--- config.mk ---
export PLATFORM = sky130hd
export DESIGN_NAME = crank_power_window_estimator_flat
export DESIGN_NICKNAME = d
export VERILOG_FILES = /design/src/hdl/cpwe_pkg.sv /design/src/hdl/cpwe_if.sv /design/src/hdl/cpwe_fifo.sv /design/src/hdl/cpwe_front.sv /design/src/hdl/cpwe_back.sv /design/src/hdl/crank_power_window_estimator.sv /design/src/flat_wrapper.sv
export SDC_FILE = /design/constraint.sdc
export NUM_CORES = 2
export LEC_CHECK = 0
export ABC_AREA = 1
export ABC_CLOCK_PERIOD_IN_PS = 6100
export BUFFER_PORTS_ARGS = -buffer_cell sky130_fd_sc_hd__buf_4
export CAP_MARGIN = 40
export CORE_MARGIN = 2
export CORE_UTILIZATION = 55
export DETAILED_ROUTE_END_ITERATION = 10
export GPL_TIMING_DRIVEN = 0
export PLACE_DENSITY = 0.74
export SYNTH_ARGS = -nofsm -noshare
export SYNTH_HDL_FRONTEND = slang
export SYNTH_SLANG_ARGS = --single-unit
--- constraint.sdc ---
create_clock -name clk -period 6.1 [get_ports clk]
set_input_delay 1.22 -clock clk [delete_from_list [all_inputs] [get_ports clk]]
set_output_delay 1.22 -clock clk [all_outputs]
set_load 0.03 [all_outputs]
--- src/hdl/cpwe_pkg.sv ---
// shared constants and types for the crank power window estimator
`default_nettype none

package cpwe_pkg;

  // configuration register reset values
  localparam logic [15:0] GAIN_RESET   = 16'd395;
  localparam logic [15:0] WINDOW_RESET = 16'd1000;

  // apb address width and register index codes (index is paddr[2])
  localparam int   ADDR_W     = 3;
  localparam logic REG_GAIN   = 1'b0;
  localparam logic REG_WINDOW = 1'b1;

  // force (q8) times rate (q4)
  localparam int PROD_W = 40;

  // elapsed ms to 1/1024 s ticks: floor(el * 1024 / 1000) = (el * TIME_RECIP) >> TIME_SHIFT
  localparam logic [23:0] TIME_RECIP  = 24'd8589935;
  localparam int          TIME_SHIFT  = 23;
  localparam int          TICK_PROD_W = 40;
  localparam int          TICK_W      = 17;

  // power scaling
  localparam int          QUOT_LIMIT  = 43;
  localparam int          GAIN_W      = 16;
  localparam int          SCALE_W     = QUOT_LIMIT + GAIN_W;
  localparam int          POWER_SHIFT = 28;
  localparam int          POWER_W     = 15;
  localparam logic [14:0] POWER_MAX   = 15'h7fff;

  localparam int QUEUE_DEPTH = 4;

  // fixed part of one window-close job
  typedef struct packed {
    logic [15:0] count;
    logic [15:0] revs;
    logic [15:0] stamp;
    logic        by_rev;
  } job_info_t;

endpackage

`default_nettype wire

--- src/hdl/cpwe_if.sv ---
// sample and result channel interfaces
`default_nettype none

interface cpwe_sample_if;
  logic               valid;
  logic               ready;
  logic signed [23:0] force_req;
  logic signed [15:0] crank_rate;
  logic signed [15:0] accel_y;
  logic signed [15:0] accel_z;
  logic        [15:0] elapsed_ms;

  modport source (output valid, force_req, crank_rate, accel_y, accel_z, elapsed_ms,
                  input ready);
  modport sink   (input valid, force_req, crank_rate, accel_y, accel_z, elapsed_ms,
                  output ready);
endinterface

interface cpwe_result_if;
  logic        valid;
  logic        ready;
  logic [14:0] power_watts;
  logic [15:0] revolution_count;
  logic [15:0] event_time;
  logic        closed_by_revolution;

  modport source (output valid, power_watts, revolution_count, event_time,
                  closed_by_revolution, input ready);
  modport sink   (input valid, power_watts, revolution_count, event_time,
                  closed_by_revolution, output ready);
endinterface

`default_nettype wire

--- src/hdl/cpwe_fifo.sv ---
// small job queue between the sample front end and the power back end
`default_nettype none

module cpwe_fifo #(
  parameter int WIDTH = 97,
  parameter int DEPTH = 4
) (
  input  wire logic             clk,
  input  wire logic             rst,
  input  wire logic             push,
  input  wire logic [WIDTH-1:0] din,
  output logic                  full,
  input  wire logic             pop,
  output logic      [WIDTH-1:0] dout,
  output logic                  empty
);

  localparam int AW = (DEPTH > 1) ? $clog2(DEPTH) : 1;

  logic [WIDTH-1:0] entries [DEPTH];
  logic [AW-1:0]    wr_ptr;
  logic [AW-1:0]    rd_ptr;
  logic [AW:0]      fill;

  assign full  = (fill == (AW+1)'(DEPTH));
  assign empty = (fill == '0);
  assign dout  = entries[rd_ptr];

  always_ff @(posedge clk) begin
    if (push && !full) begin
      entries[wr_ptr] <= din;
    end
  end

  always_ff @(posedge clk) begin
    if (rst) begin
      wr_ptr <= '0;
      rd_ptr <= '0;
      fill   <= '0;
    end else begin
      if (push && !full) begin
        wr_ptr <= (wr_ptr == AW'(DEPTH - 1)) ? '0 : wr_ptr + 1'b1;
      end
      if (pop && !empty) begin
        rd_ptr <= (rd_ptr == AW'(DEPTH - 1)) ? '0 : rd_ptr + 1'b1;
      end
      case ({push && !full, pop && !empty})
        2'b10:   fill <= fill + 1'b1;
        2'b01:   fill <= fill - 1'b1;
        default: fill <= fill;
      endcase
    end
  end

endmodule

`default_nettype wire

--- src/hdl/cpwe_front.sv ---
// sample front end: products, revolution detection, window accumulation
`default_nettype none

module cpwe_front #(
  parameter int SUM_WIDTH = 48
) (
  input  wire logic                         clk,
  input  wire logic                         rst,
  cpwe_sample_if.sink                       sample,
  input  wire logic [15:0]                  window_ms,
  output logic                              push,
  output logic signed [SUM_WIDTH-1:0]       push_sum,
  output cpwe_pkg::job_info_t               push_info,
  input  wire logic                         queue_full
);

  localparam logic signed [SUM_WIDTH-1:0] SUM_MAX = {1'b0, {(SUM_WIDTH-1){1'b1}}};
  localparam logic signed [SUM_WIDTH-1:0] SUM_MIN = {1'b1, {(SUM_WIDTH-1){1'b0}}};

  logic take;

  // stage a: captured sample
  logic               a_v;
  logic signed [23:0] a_force;
  logic signed [15:0] a_rate;
  logic [15:0]        a_el;
  logic               a_ypos, a_yneg, a_zpos, a_zneg;

  // stage b: products
  logic                                  b_v;
  logic signed [cpwe_pkg::PROD_W-1:0]    b_prod;
  logic [cpwe_pkg::TICK_W-1:0]           b_ticks;
  logic [15:0]                           b_el;
  logic                                  b_ypos, b_yneg, b_zpos, b_zneg;

  // window state
  logic                        half_armed;
  logic signed [SUM_WIDTH-1:0] product_sum;
  logic [15:0]                 sample_count;
  logic [15:0]                 rev_total;
  logic [15:0]                 time_total;

  logic signed [cpwe_pkg::PROD_W-1:0] prod_c;
  logic [cpwe_pkg::TICK_PROD_W-1:0]   tick_prod;
  logic signed [SUM_WIDTH:0]          sum_wide;
  logic signed [SUM_WIDTH-1:0]        sum_acc;
  logic [15:0]                        count_acc;
  logic                               rev_close, arm, time_close, close;
  logic [15:0]                        stamp;

  assign sample.ready = !a_v && !b_v && !queue_full;
  assign take         = sample.valid && sample.ready;

  assign prod_c    = cpwe_pkg::PROD_W'(a_force) * cpwe_pkg::PROD_W'(a_rate);
  assign tick_prod = cpwe_pkg::TICK_PROD_W'(a_el) * cpwe_pkg::TICK_PROD_W'(cpwe_pkg::TIME_RECIP);

  always_ff @(posedge clk) begin
    if (rst) begin
      a_v <= 1'b0;
      b_v <= 1'b0;
    end else begin
      a_v <= take;
      b_v <= a_v;
    end
  end

  always_ff @(posedge clk) begin
    if (take) begin
      a_force <= sample.force_req;
      a_rate  <= sample.crank_rate;
      a_el    <= sample.elapsed_ms;
      a_yneg  <= sample.accel_y[15];
      a_ypos  <= !sample.accel_y[15] && (sample.accel_y != '0);
      a_zneg  <= sample.accel_z[15];
      a_zpos  <= !sample.accel_z[15] && (sample.accel_z != '0);
    end
    if (a_v) begin
      b_prod  <= prod_c;
      b_ticks <= tick_prod[cpwe_pkg::TIME_SHIFT +: cpwe_pkg::TICK_W];
      b_el    <= a_el;
      b_ypos  <= a_ypos;
      b_yneg  <= a_yneg;
      b_zpos  <= a_zpos;
      b_zneg  <= a_zneg;
    end
  end

  always_comb begin
    rev_close  = half_armed && b_ypos && b_zpos;
    arm        = !half_armed && b_yneg && b_zneg;
    sum_wide   = (SUM_WIDTH+1)'(product_sum) + (SUM_WIDTH+1)'(b_prod);
    // saturate when the extra sign bit disagrees
    if (sum_wide[SUM_WIDTH] != sum_wide[SUM_WIDTH-1]) begin
      sum_acc = sum_wide[SUM_WIDTH] ? SUM_MIN : SUM_MAX;
    end else begin
      sum_acc = sum_wide[SUM_WIDTH-1:0];
    end
    count_acc  = (sample_count == 16'hffff) ? sample_count : sample_count + 16'd1;
    time_close = (b_el > window_ms);
    close      = rev_close || time_close;
    stamp      = time_total + b_ticks[15:0];
  end

  assign push             = b_v && close;
  assign push_sum         = rev_close ? product_sum : sum_acc;
  assign push_info.count  = rev_close ? sample_count : count_acc;
  assign push_info.revs   = rev_close ? rev_total + 16'd1 : rev_total;
  assign push_info.stamp  = stamp;
  assign push_info.by_rev = rev_close;

  always_ff @(posedge clk) begin
    if (rst) begin
      half_armed   <= 1'b0;
      product_sum  <= '0;
      sample_count <= '0;
      rev_total    <= '0;
      time_total   <= '0;
    end else if (b_v) begin
      if (rev_close) begin
        half_armed <= 1'b0;
        rev_total  <= rev_total + 16'd1;
      end else if (arm) begin
        half_armed <= 1'b1;
      end
      if (close) begin
        product_sum  <= '0;
        sample_count <= '0;
        time_total   <= stamp;
      end else begin
        product_sum  <= sum_acc;
        sample_count <= count_acc;
      end
    end
  end

  // only one sample in flight through the two stages
  assert property (@(posedge clk) disable iff (rst) a_v |-> !b_v)
    else $error("front: two samples in flight");

  // the queue has room whenever a window-close job is pushed
  assert property (@(posedge clk) disable iff (rst) push |-> !queue_full)
    else $error("front: push into full queue");

endmodule

`default_nettype wire

--- src/hdl/cpwe_back.sv ---
// power back end: restoring divide by sample count, gain scaling, result register
`default_nettype none

module cpwe_back #(
  parameter int SUM_WIDTH = 48
) (
  input  wire logic                         clk,
  input  wire logic                         rst,
  input  wire logic                         queue_empty,
  output logic                              pop,
  input  wire logic signed [SUM_WIDTH-1:0]  job_sum,
  input  wire cpwe_pkg::job_info_t          job_info,
  input  wire logic [15:0]                  power_gain,
  cpwe_result_if.source                     result
);

  localparam int CNT_W = $clog2(SUM_WIDTH + 1);

  typedef enum logic [3:0] {
    ST_IDLE = 4'b0001,
    ST_DIV  = 4'b0010,
    ST_MUL  = 4'b0100,
    ST_DONE = 4'b1000
  } back_state_t;

  back_state_t state, state_next;

  logic [SUM_WIDTH-1:0]             dvd;
  logic [15:0]                      rem;
  logic [15:0]                      divisor;
  logic [CNT_W-1:0]                 bit_cnt;
  logic                             zero_div;
  logic                             over_lim;
  logic [cpwe_pkg::SCALE_W-1:0]     scaled;
  logic [15:0]                      revs;
  logic [15:0]                      stamp;
  logic                             by_rev;

  logic                             out_valid;
  logic [14:0]                      out_power;
  logic [15:0]                      out_revs;
  logic [15:0]                      out_stamp;
  logic                             out_by_rev;

  logic [SUM_WIDTH-1:0]             mag;
  logic [16:0]                      rem_sh;
  logic [16:0]                      rem_sub;
  logic                             rem_ge;
  logic [63:0]                      quot;
  logic [14:0]                      power_c;
  logic                             load;

  assign pop  = (state == ST_IDLE) && !queue_empty;
  assign load = (state == ST_DONE) && (!out_valid || result.ready);

  assign mag     = job_sum[SUM_WIDTH-1] ? (~job_sum + 1'b1) : job_sum;
  assign rem_sh  = {rem, dvd[SUM_WIDTH-1]};
  assign rem_sub = rem_sh - {1'b0, divisor};
  assign rem_ge  = (rem_sh >= {1'b0, divisor});
  assign quot    = 64'(dvd);

  always_comb begin
    if (zero_div) begin
      power_c = '0;
    end else if (over_lim ||
                 (scaled[cpwe_pkg::SCALE_W-1:cpwe_pkg::POWER_SHIFT+cpwe_pkg::POWER_W] != '0)) begin
      power_c = cpwe_pkg::POWER_MAX;
    end else begin
      power_c = scaled[cpwe_pkg::POWER_SHIFT +: cpwe_pkg::POWER_W];
    end
  end

  always_comb begin
    state_next = state;
    case (state)
      ST_IDLE: if (!queue_empty) state_next = ST_DIV;
      ST_DIV:  if (bit_cnt == CNT_W'(1)) state_next = ST_MUL;
      ST_MUL:  state_next = ST_DONE;
      ST_DONE: if (load) state_next = ST_IDLE;
      default: state_next = ST_IDLE;
    endcase
  end

  always_ff @(posedge clk) begin
    if (rst) begin
      state <= ST_IDLE;
    end else begin
      state <= state_next;
    end
  end

  always_ff @(posedge clk) begin
    case (state)
      ST_IDLE: begin
        dvd      <= mag;
        rem      <= '0;
        divisor  <= job_info.count;
        bit_cnt  <= CNT_W'(SUM_WIDTH);
        zero_div <= (job_info.count == '0) || (power_gain == '0);
        revs     <= job_info.revs;
        stamp    <= job_info.stamp;
        by_rev   <= job_info.by_rev;
      end
      ST_DIV: begin
        // one quotient bit per cycle
        rem     <= rem_ge ? rem_sub[15:0] : rem_sh[15:0];
        dvd     <= {dvd[SUM_WIDTH-2:0], rem_ge};
        bit_cnt <= bit_cnt - 1'b1;
      end
      ST_MUL: begin
        over_lim <= (quot[63:cpwe_pkg::QUOT_LIMIT] != '0);
        scaled   <= cpwe_pkg::SCALE_W'(quot[cpwe_pkg::QUOT_LIMIT-1:0]) *
                    cpwe_pkg::SCALE_W'(power_gain);
      end
      default: begin
      end
    endcase
  end

  always_ff @(posedge clk) begin
    if (rst) begin
      out_valid <= 1'b0;
    end else if (load) begin
      out_valid <= 1'b1;
    end else if (result.ready) begin
      out_valid <= 1'b0;
    end
  end

  always_ff @(posedge clk) begin
    if (load) begin
      out_power  <= power_c;
      out_revs   <= revs;
      out_stamp  <= stamp;
      out_by_rev <= by_rev;
    end
  end

  assign result.valid                = out_valid;
  assign result.power_watts          = out_power;
  assign result.revolution_count     = out_revs;
  assign result.event_time           = out_stamp;
  assign result.closed_by_revolution = out_by_rev;

  // partial remainder stays below a nonzero divisor
  assert property (@(posedge clk) disable iff (rst)
    (state == ST_DIV && divisor != '0) |-> (rem < divisor))
    else $error("back: remainder not below divisor");

  // divide runs exactly its bit count
  assert property (@(posedge clk) disable iff (rst)
    (state == ST_DIV && bit_cnt == CNT_W'(1)) |=> (state == ST_MUL))
    else $error("back: divide did not finish on last bit");

  // empty window or zero gain gives zero power
  assert property (@(posedge clk) disable iff (rst)
    (load && zero_div) |=> (out_power == '0))
    else $error("back: empty window gave nonzero power");

endmodule

`default_nettype wire

--- src/hdl/crank_power_window_estimator.sv ---
// top level: config registers, front end, job queue and power back end
`default_nettype none

// Crank power window estimator. Samples enter on the sample channel; the front
// end takes a new sample only once the last one has left its stages (capture,
// force*rate and time-scale multiply, then window update) and the queue is not
// full. A sample that closes a window drops a job into a 4-entry queue; the
// back end pops a job only when idle, divides it with the restoring divider
// that produces one quotient bit per cycle, scales it by the gain and loads it
// into the result register once that is free, before it takes another job.
// The result register holds a finished result while the next job is divided.
// Registers: power_gain at address 0x0, window_ms at 0x4; write them only
// while idle.
module crank_power_window_estimator #(
  parameter int SUM_WIDTH = 48
) (
  input  wire logic                         clk,
  input  wire logic                         rst,
  input  wire logic                         psel,
  input  wire logic                         penable,
  input  wire logic                         pwrite,
  input  wire logic [cpwe_pkg::ADDR_W-1:0]  paddr,
  input  wire logic [31:0]                  pwdata,
  output logic      [31:0]                  prdata,
  output logic                              pready,
  cpwe_sample_if.sink                       sample,
  cpwe_result_if.source                     result
);

  localparam int JOB_W = SUM_WIDTH + $bits(cpwe_pkg::job_info_t);

  logic [15:0] power_gain;
  logic [15:0] window_ms;
  logic        cfg_wr;

  logic                        push;
  logic signed [SUM_WIDTH-1:0] push_sum;
  cpwe_pkg::job_info_t         push_info;
  logic                        queue_full;
  logic                        queue_empty;
  logic                        pop;
  logic [JOB_W-1:0]            queue_out;
  logic signed [SUM_WIDTH-1:0] job_sum;
  cpwe_pkg::job_info_t         job_info;

  assign pready = 1'b1;
  assign cfg_wr = psel && penable && pwrite;

  always_ff @(posedge clk) begin
    if (rst) begin
      power_gain <= cpwe_pkg::GAIN_RESET;
      window_ms  <= cpwe_pkg::WINDOW_RESET;
    end else if (cfg_wr) begin
      case (paddr[2])
        cpwe_pkg::REG_GAIN:   power_gain <= pwdata[15:0];
        cpwe_pkg::REG_WINDOW: window_ms  <= pwdata[15:0];
        default: begin
        end
      endcase
    end
  end

  always_comb begin
    case (paddr[2])
      cpwe_pkg::REG_GAIN:   prdata = {16'd0, power_gain};
      cpwe_pkg::REG_WINDOW: prdata = {16'd0, window_ms};
      default:              prdata = '0;
    endcase
  end

  cpwe_front #(
    .SUM_WIDTH (SUM_WIDTH)
  ) u_front (
    .clk        (clk),
    .rst        (rst),
    .sample     (sample),
    .window_ms  (window_ms),
    .push       (push),
    .push_sum   (push_sum),
    .push_info  (push_info),
    .queue_full (queue_full)
  );

  cpwe_fifo #(
    .WIDTH (JOB_W),
    .DEPTH (cpwe_pkg::QUEUE_DEPTH)
  ) u_queue (
    .clk   (clk),
    .rst   (rst),
    .push  (push),
    .din   ({push_sum, push_info}),
    .full  (queue_full),
    .pop   (pop),
    .dout  (queue_out),
    .empty (queue_empty)
  );

  assign job_sum  = queue_out[JOB_W-1 -: SUM_WIDTH];
  assign job_info = queue_out[$bits(cpwe_pkg::job_info_t)-1:0];

  cpwe_back #(
    .SUM_WIDTH (SUM_WIDTH)
  ) u_back (
    .clk         (clk),
    .rst         (rst),
    .queue_empty (queue_empty),
    .pop         (pop),
    .job_sum     (job_sum),
    .job_info    (job_info),
    .power_gain  (power_gain),
    .result      (result)
  );

endmodule

`default_nettype wire
--- src/flat_wrapper.sv ---
// flat-port wrapper written by rule: the top's interface ports become plain ports
module crank_power_window_estimator_flat 
#(
  parameter int SUM_WIDTH = 48
)
  (clk, rst, psel, penable, pwrite, paddr, pwdata, prdata, pready, sample_valid, sample_force_req, sample_crank_rate, sample_accel_y, sample_accel_z, sample_elapsed_ms, sample_ready, result_valid, result_power_watts, result_revolution_count, result_event_time, result_closed_by_revolution, result_ready);
  cpwe_sample_if sample_i ();
  cpwe_result_if result_i ();
  input  wire logic clk;
  input  wire logic rst;
  input  wire logic psel;
  input  wire logic penable;
  input  wire logic pwrite;
  input  wire logic [cpwe_pkg::ADDR_W-1:0] paddr;
  input  wire logic [31:0] pwdata;
  output logic      [31:0] prdata;
  output logic pready;
  input wire logic [$bits(sample_i.valid)-1:0] sample_valid;
  input wire logic [$bits(sample_i.force_req)-1:0] sample_force_req;
  input wire logic [$bits(sample_i.crank_rate)-1:0] sample_crank_rate;
  input wire logic [$bits(sample_i.accel_y)-1:0] sample_accel_y;
  input wire logic [$bits(sample_i.accel_z)-1:0] sample_accel_z;
  input wire logic [$bits(sample_i.elapsed_ms)-1:0] sample_elapsed_ms;
  output wire logic [$bits(sample_i.ready)-1:0] sample_ready;
  output wire logic [$bits(result_i.valid)-1:0] result_valid;
  output wire logic [$bits(result_i.power_watts)-1:0] result_power_watts;
  output wire logic [$bits(result_i.revolution_count)-1:0] result_revolution_count;
  output wire logic [$bits(result_i.event_time)-1:0] result_event_time;
  output wire logic [$bits(result_i.closed_by_revolution)-1:0] result_closed_by_revolution;
  input wire logic [$bits(result_i.ready)-1:0] result_ready;
  assign sample_i.valid = sample_valid;
  assign sample_i.force_req = sample_force_req;
  assign sample_i.crank_rate = sample_crank_rate;
  assign sample_i.accel_y = sample_accel_y;
  assign sample_i.accel_z = sample_accel_z;
  assign sample_i.elapsed_ms = sample_elapsed_ms;
  assign sample_ready = sample_i.ready;
  assign result_valid = result_i.valid;
  assign result_power_watts = result_i.power_watts;
  assign result_revolution_count = result_i.revolution_count;
  assign result_event_time = result_i.event_time;
  assign result_closed_by_revolution = result_i.closed_by_revolution;
  assign result_i.ready = result_ready;
  crank_power_window_estimator #(.SUM_WIDTH(SUM_WIDTH)) u_core (.clk(clk), .rst(rst), .psel(psel), .penable(penable), .pwrite(pwrite), .paddr(paddr), .pwdata(pwdata), .prdata(prdata), .pready(pready), .sample(sample_i), .result(result_i));
endmodule
# --- After elaboration in Yosys (flattened, before gate mapping) ---
# Memory sizes are Yosys's and may differ from the RTL's. A register that Yosys moved wholly into a read port is not among the register bits.
# Cells that the tools add are included.
word_totals:
  reg_bits: 507
  mem_bits_rw: 388
  word_cells: 150
  memories: 1
memory_table:
  columns: ["name", "words", "width", "rd", "rd_ports_with_merged_regs", "write_ports", "line", "source"]
  rows:
  - ["u_core.u_queue.entries", 4, 97, 1, 1, 1, "cpwe_fifo.sv:20", "logic [WIDTH-1:0] entries [DEPTH];"]
op_classes:
  n_addsub: 11
  mul: 3
  order_cmp: 2
  n_eq_ne: 15
  mux: 30
  bitwise: 2
  reduce_logical: 44
ops:
  columns: ["cell", "n"]
  rows:
  - ["48-bit two-way mux", 5]
  - ["48-bit one-hot mux with 2 select lines", 1]
  - ["16-bit two-way mux", 5]
  - ["32-bit one-hot mux with 2 select lines", 1]
  - ["43-bit by 16-bit multiplier with 59-bit output", 1]
  - ["48-bit by 40-bit adder with 49-bit output", 1]
  - ["48-bit by 1-bit adder with 48-bit output, second input constant", 1]
  - ["48-bit inverter", 1]
  - ["16-bit nonzero test", 3]
  - ["24-bit by 16-bit multiplier with 40-bit output", 1]
  - ["16-bit by 24-bit multiplier with 39-bit output, second input constant", 1]
  - ["16-bit by 1-bit adder with 16-bit output, second input constant", 2]
  - ["16-bit zero test", 2]
  - ["16-bit one-hot mux with 2 select lines", 1]
  - ["21-bit nonzero test", 1]
  - ["17-bit by 16-bit greater-or-equal comparator with 1-bit output", 1]
  - ["16-bit adder", 1]
  - ["16-bit == test, second input constant", 1]
  - ["16-bit greater-than comparator", 1]
  - ["1-bit logical AND", 16]
  - ["4-bit one-hot mux with 4 select lines", 1]
  - ["16-bit subtractor", 1]
  - ["15-bit two-way mux", 1]
  - ["4-bit two-way mux", 3]
  - ["other kinds (25)", 54]

# --- Depth between registers and ports, before layout ---
logic_depth:
  ltp_word: 7
  mapped_depth: 30
  mapped_depth_nobuf: 28

# --- Hierarchy ---
# A second synthesis with hierarchy kept.
unflattened:
  cells_unflattened: 9856
  hier_area_um2: 83613.9
by_module_without_submodules:
  columns: ["mod", "n_inst", "cells_per_inst", "area_each_um2", "seq_area_each_um2"]
  rows:
  - ["cpwe_front", 1, 4385, 34291.6, 6065.8]
  - ["cpwe_back", 1, 4210, 32835.2, 6105.9]
  - ["cpwe_fifo", 1, 1009, 14844.2, 11831.3]
  - ["crank_power_window_estimator", 1, 252, 1642.8, 640.6]

# --- Worst setup path after synthesis ---
# No wires, ideal clock.
synth_timing:
  kind: "input to register"
  startpoint: "input port result_ready"
  endpoint: "register u_core.u_back.out_by_rev (netlist: u_core.u_back.result.closed_by_revolution) (enable)"
  setup_ps: 573
  arrival_ps: 5848
  required_ps: 5527
  path_slack_ps: -321
  path_stages: 2
  path_buffers: 0
  path_cell_list: "nor2_1 nor4_1"
synth_between:
  elab_chain_cells: 2
synth_rtl:
  columns: ["element", "line", "source"]
  rows:
  - ["from (decl)", "flat_wrapper.sv:30", "input wire logic [$bits(result_i.ready)-1:0] result_ready;"]
  - ["1-bit logical OR", "cpwe_back.sv:54", "assign load = (state == ST_DONE) && (!out_valid || result.ready);"]
  - ["1-bit logical AND", "cpwe_back.sv:54", null]
  - ["named net u_core.u_back.load", "cpwe_back.sv:51", "logic load;"]
  - ["to (signal assigned)", "cpwe_back.sv:135", "out_by_rev <= by_rev;"]
  - ["to (decl)", "cpwe_back.sv:43", "logic out_by_rev;"]
# The timed path passes the listed nets, and every way through them passes these cells.
# A chain may end at the register's enable or synchronous reset.

# --- Worst setup path after layout ---
layout_timing:
  startpoint: "register u_core.u_front.a_rate[4]"
  endpoint: "register u_core.u_front.b_prod[32] (netlist bit) (data pin)"
layout_between:
  elab_chain_cells: 1
layout_rtl:
  columns: ["element", "line", "source"]
  rows:
  - ["from (decl)", "cpwe_front.sv:25", "logic signed [15:0] a_rate;"]
  - ["from (signal assigned)", "cpwe_front.sv:70", "a_rate <= sample.crank_rate;"]
  - ["24-bit by 16-bit multiplier with 40-bit output", "cpwe_front.sv:54", "assign prod_c = cpwe_pkg::PROD_W'(a_force) * cpwe_pkg::PROD_W'(a_rate);"]
  - ["named net u_core.u_front.prod_c (one bit)", "cpwe_front.sv:43", "logic signed [cpwe_pkg::PROD_W-1:0] prod_c;"]
  - ["to (signal assigned)", "cpwe_front.sv:78", "b_prod <= prod_c;"]
  - ["to (decl)", "cpwe_front.sv:31", "logic signed [cpwe_pkg::PROD_W-1:0] b_prod;"]
# The timed path passes the listed nets, and every way through them passes these cells.

==> flow_summary.toml <==
[cells_and_area]
drive_gt1_frac = 0.129
multi_input_area_um2 = 50700
area_growth_pct = 15.4
layout_common_cells = "2364 x nand2_1, 2057 x inv_1, 1022 x fa_1"
nFillCells = 12500
nNetsFinal = 11800
regArea_um2 = 24700
final_core_util = 0.639
final_common_cell = "nand2_1"

[timing]
worstMarginPinSlew_ns = 0.928
finClkSkew_ns = 0.102
hold_ws_ns = 0.378
hold_viol_final = 0
fmax_mhz = 165
rsz0062_at_grt = "true"
period_share = 0.993
setup_violations = 0
slew_violations = 0
maxSlewHeadroom = 0.382
finalCriticalPeriod_ns = 6.06

[die]
die_h_um = 392
start_util = 0.554
die-area_um2 = 154000
die_x_um = 392
rows = 142
num_io_pins = 213
core_area_um2 = 150000

[run_status]
outcome = "finished clean"

[critical_path]
reg2regPathDepth = 22
path_max_fanout = 5
arrival_ns = 6.49
path_class = "flop to flop"
cp-end-kind = "flop"
start_kind = "flop"
required_ns = 6.54

[drt]
wl_per_cell_um = 21.3
wl_um = 262000
drt_iter0_drc = 6737
avgViaCountPerCell = 5.50
drt-pass1-iter-count = 9
drc = 0
drtAntennaViolNets = 0
via_count = 67400

[global_route]
gr-total-overflow = 0
grt_use_total = 0.341
grt_max_degree = 65
grt_antenna_before_repair = 5
grt_pass1_vias = 67700
grt_pass1_wl_um = 395000

[job]
drv_cap = 0

[synthesis]
synthMuxAreaShare = 0
synth_top_family_by_area = "adder cells"
syn_inst = 9664
ys_seq_area_frac = 0.297
ys_ff_latch = 869
avgSynthCellArea_um2 = 8.58
yosys_warnings = 0
synthSimpleGateAreaFrac = 0.173
synthXorXnorAreaFrac = 0.0202
synth_area_um2 = 82900
synth_adder_area_share = 0.326
synth_cell_types = 62
synth_compound_area_frac = 0.0668

[min_path]
hp-class = "flop to flop"
min_path_cells = 0

[clock_network]
clkLatencyLatePin_ns = 0.78
numCtsBuffers = 94
cts_htree_levels = 3
cts_hold_buf = 0
cts_max_path_buffers = 3
clkTransAtPathRegs_ns = 0.07
cts_sinks = 869
cts_tree = "done"
cts_root_buf = "clkbuf_16"

[placement]
hpwl_um = 207000
gp_congestion = 1.01
port_buffers = 176
through the flow:
step | cells | TNS, ns | setup slack [ns] | instance area (um^2)
after floorplan | 9679 | -75.13 | -0.194 | 83000
after global placement | 11900 | -1829.74 | -4.21 | 86800
after detailed placement | 11900 | -40.29 | -1.36 | 87900
after CTS | 12200 | -0.00619 | -0.00619 | 92900
after global routing | 12300 | -0.881 | -0.0781 | 95700
final | 12300 | 0 | 0.0419 | 95700
synthesized netlist by cell type, drive strengths merged:
cell type / number / area [um^2]
a211o: 1 / 8.76
a211oi: 6 / 45.0
a21bo: 2 / 20.0
a21boi: 12 / 90.1
a21o: 27 / 203
a21oi: 411 / 2060
a221oi: 6 / 52.6
a31o: 1 / 8.76
a31oi: 39 / 244
a32oi: 1 / 8.76
a41oi: 2 / 17.5
and2: 4 / 25.0
and3: 3 / 18.8
buf: 103 / 636
clkbuf: 309 / 1160
clkinv: 2 / 7.51
conb: 2 / 7.51
dfxtp: 145 / 2900
edfxtp: 724 / 21700
fa: 1045 / 20900
ha: 488 / 6110
inv: 2102 / 7890
nand2: 2465 / 9360
nand3: 319 / 1620
nand3b: 10 / 75.1
nand4: 57 / 363
nor2: 583 / 2250
nor3: 61 / 327
nor4: 35 / 234
o2111ai: 7 / 61.3
o211a: 1 / 10.0
o211ai: 8 / 60.1
o21a: 18 / 135
o21ai: 369 / 1860
o21bai: 28 / 210
o221a: 2 / 22.5
o221ai: 6 / 52.6
o22ai: 50 / 313
o311ai: 2 / 17.5
o31ai: 3 / 22.5
o41ai: 1 / 8.76
or2: 13 / 81.3
xnor2: 79 / 692
xor2: 112 / 981
logic make-up after synthesis:
logic type | count (synthesis)
and+or+nand+nor | 3550
buffers and inverters | 2516
adders and majority gates | 1533
AOI/OAI and AO/OA | 1003
DFF | 869
xor gates and xnor gates | 191
other | 2
per-layer routing:
layer / vias to the layer above / share of wire / global-route usage / routed length [um]
li1: 30700 / - / - / -
met1: 33000 / 0.40 / 0.460 / 105000
met2: 3076 / 0.45 / 0.532 / 118000
met3: 614 / 0.098 / 0.0704 / 25700
met4: 2 / 0.049 / 0.150 / 12900
met5: - / 0.00086 / 0 / 224
state kept, by name (all words and copies together) (netlist names), 24 cells and up, named ones only:
register	cells
u_core.u_queue.entries	388
u_core.u_back.scaled	31
u_core.u_front.a_force	24
u_core.u_front.product_sum	48
u_core.u_front.b_prod	40
u_core.u_back.dvd	48
final timing paths:
kind                                                    startpoint                                            end  slack (ns)
worst min register to register   u_core.u_back.stamp[13]$_DFFE_PN_  u_core.u_back.result.event_time[13]$_DFFE_PP_        0.38
worst max register to register  u_core.u_front.a_rate[4]$_DFFE_PP_            u_core.u_front.b_prod[32]$_DFFE_PP_        0.04
worst min-delay path             u_core.u_back.stamp[13]$_DFFE_PN_  u_core.u_back.result.event_time[13]$_DFFE_PP_        0.38
worst max-delay path            u_core.u_front.a_rate[4]$_DFFE_PP_            u_core.u_front.b_prod[32]$_DFFE_PP_        0.04
area by class of cell:
| cell class | instances | share of cell area |
|---|---|---|
| Antenna cell | 5 | 0.000131 |
| Buffer | 334 | 0.0249 |
| Clock buffer | 125 | 0.0271 |
| Clock inverter | 52 | 0.00728 |
| Inverter | 2104 | 0.0826 |
| Multi-Input combinational cell | 6294 | 0.529 |
| Sequential cell | 869 | 0.258 |
| Tap cell | 2016 | 0.0264 |
| Timing Repair Buffer | 463 | 0.0440 |
worst max-delay path, stage by stage (launching register included):
cell,delay (ns)
edfxtp_1,0.60
clkbuf_8,0.25
buf_4,0.12
nand2_1,0.07
fa_1,0.55
inv_1,0.05
fa_1,0.49
fa_2,0.57
fa_2,0.43
fa_1,0.49
inv_1,0.05
fa_1,0.56
inv_1,0.10
ha_4,0.27
a21oi_4,0.16
o21ai_2,0.09
a21oi_2,0.15
o211ai_1,0.11
buf_4,0.17
a21bo_4,0.21
nand2_1,0.07
nand2_1,0.06
xor2_1,0.15
what timing repair did:
item	in CTS	in global routing
resized for setup	408	591
endpoints found under the setup margin	58	51
pin swaps	15	130
buffers inserted	120	93
hold endpoints to repair	0	0
gates cloned	3	5
Power is left out: the tool's default activity adds up to more than one toggle a clock period on the data nets, which glitch-free logic cannot reach.
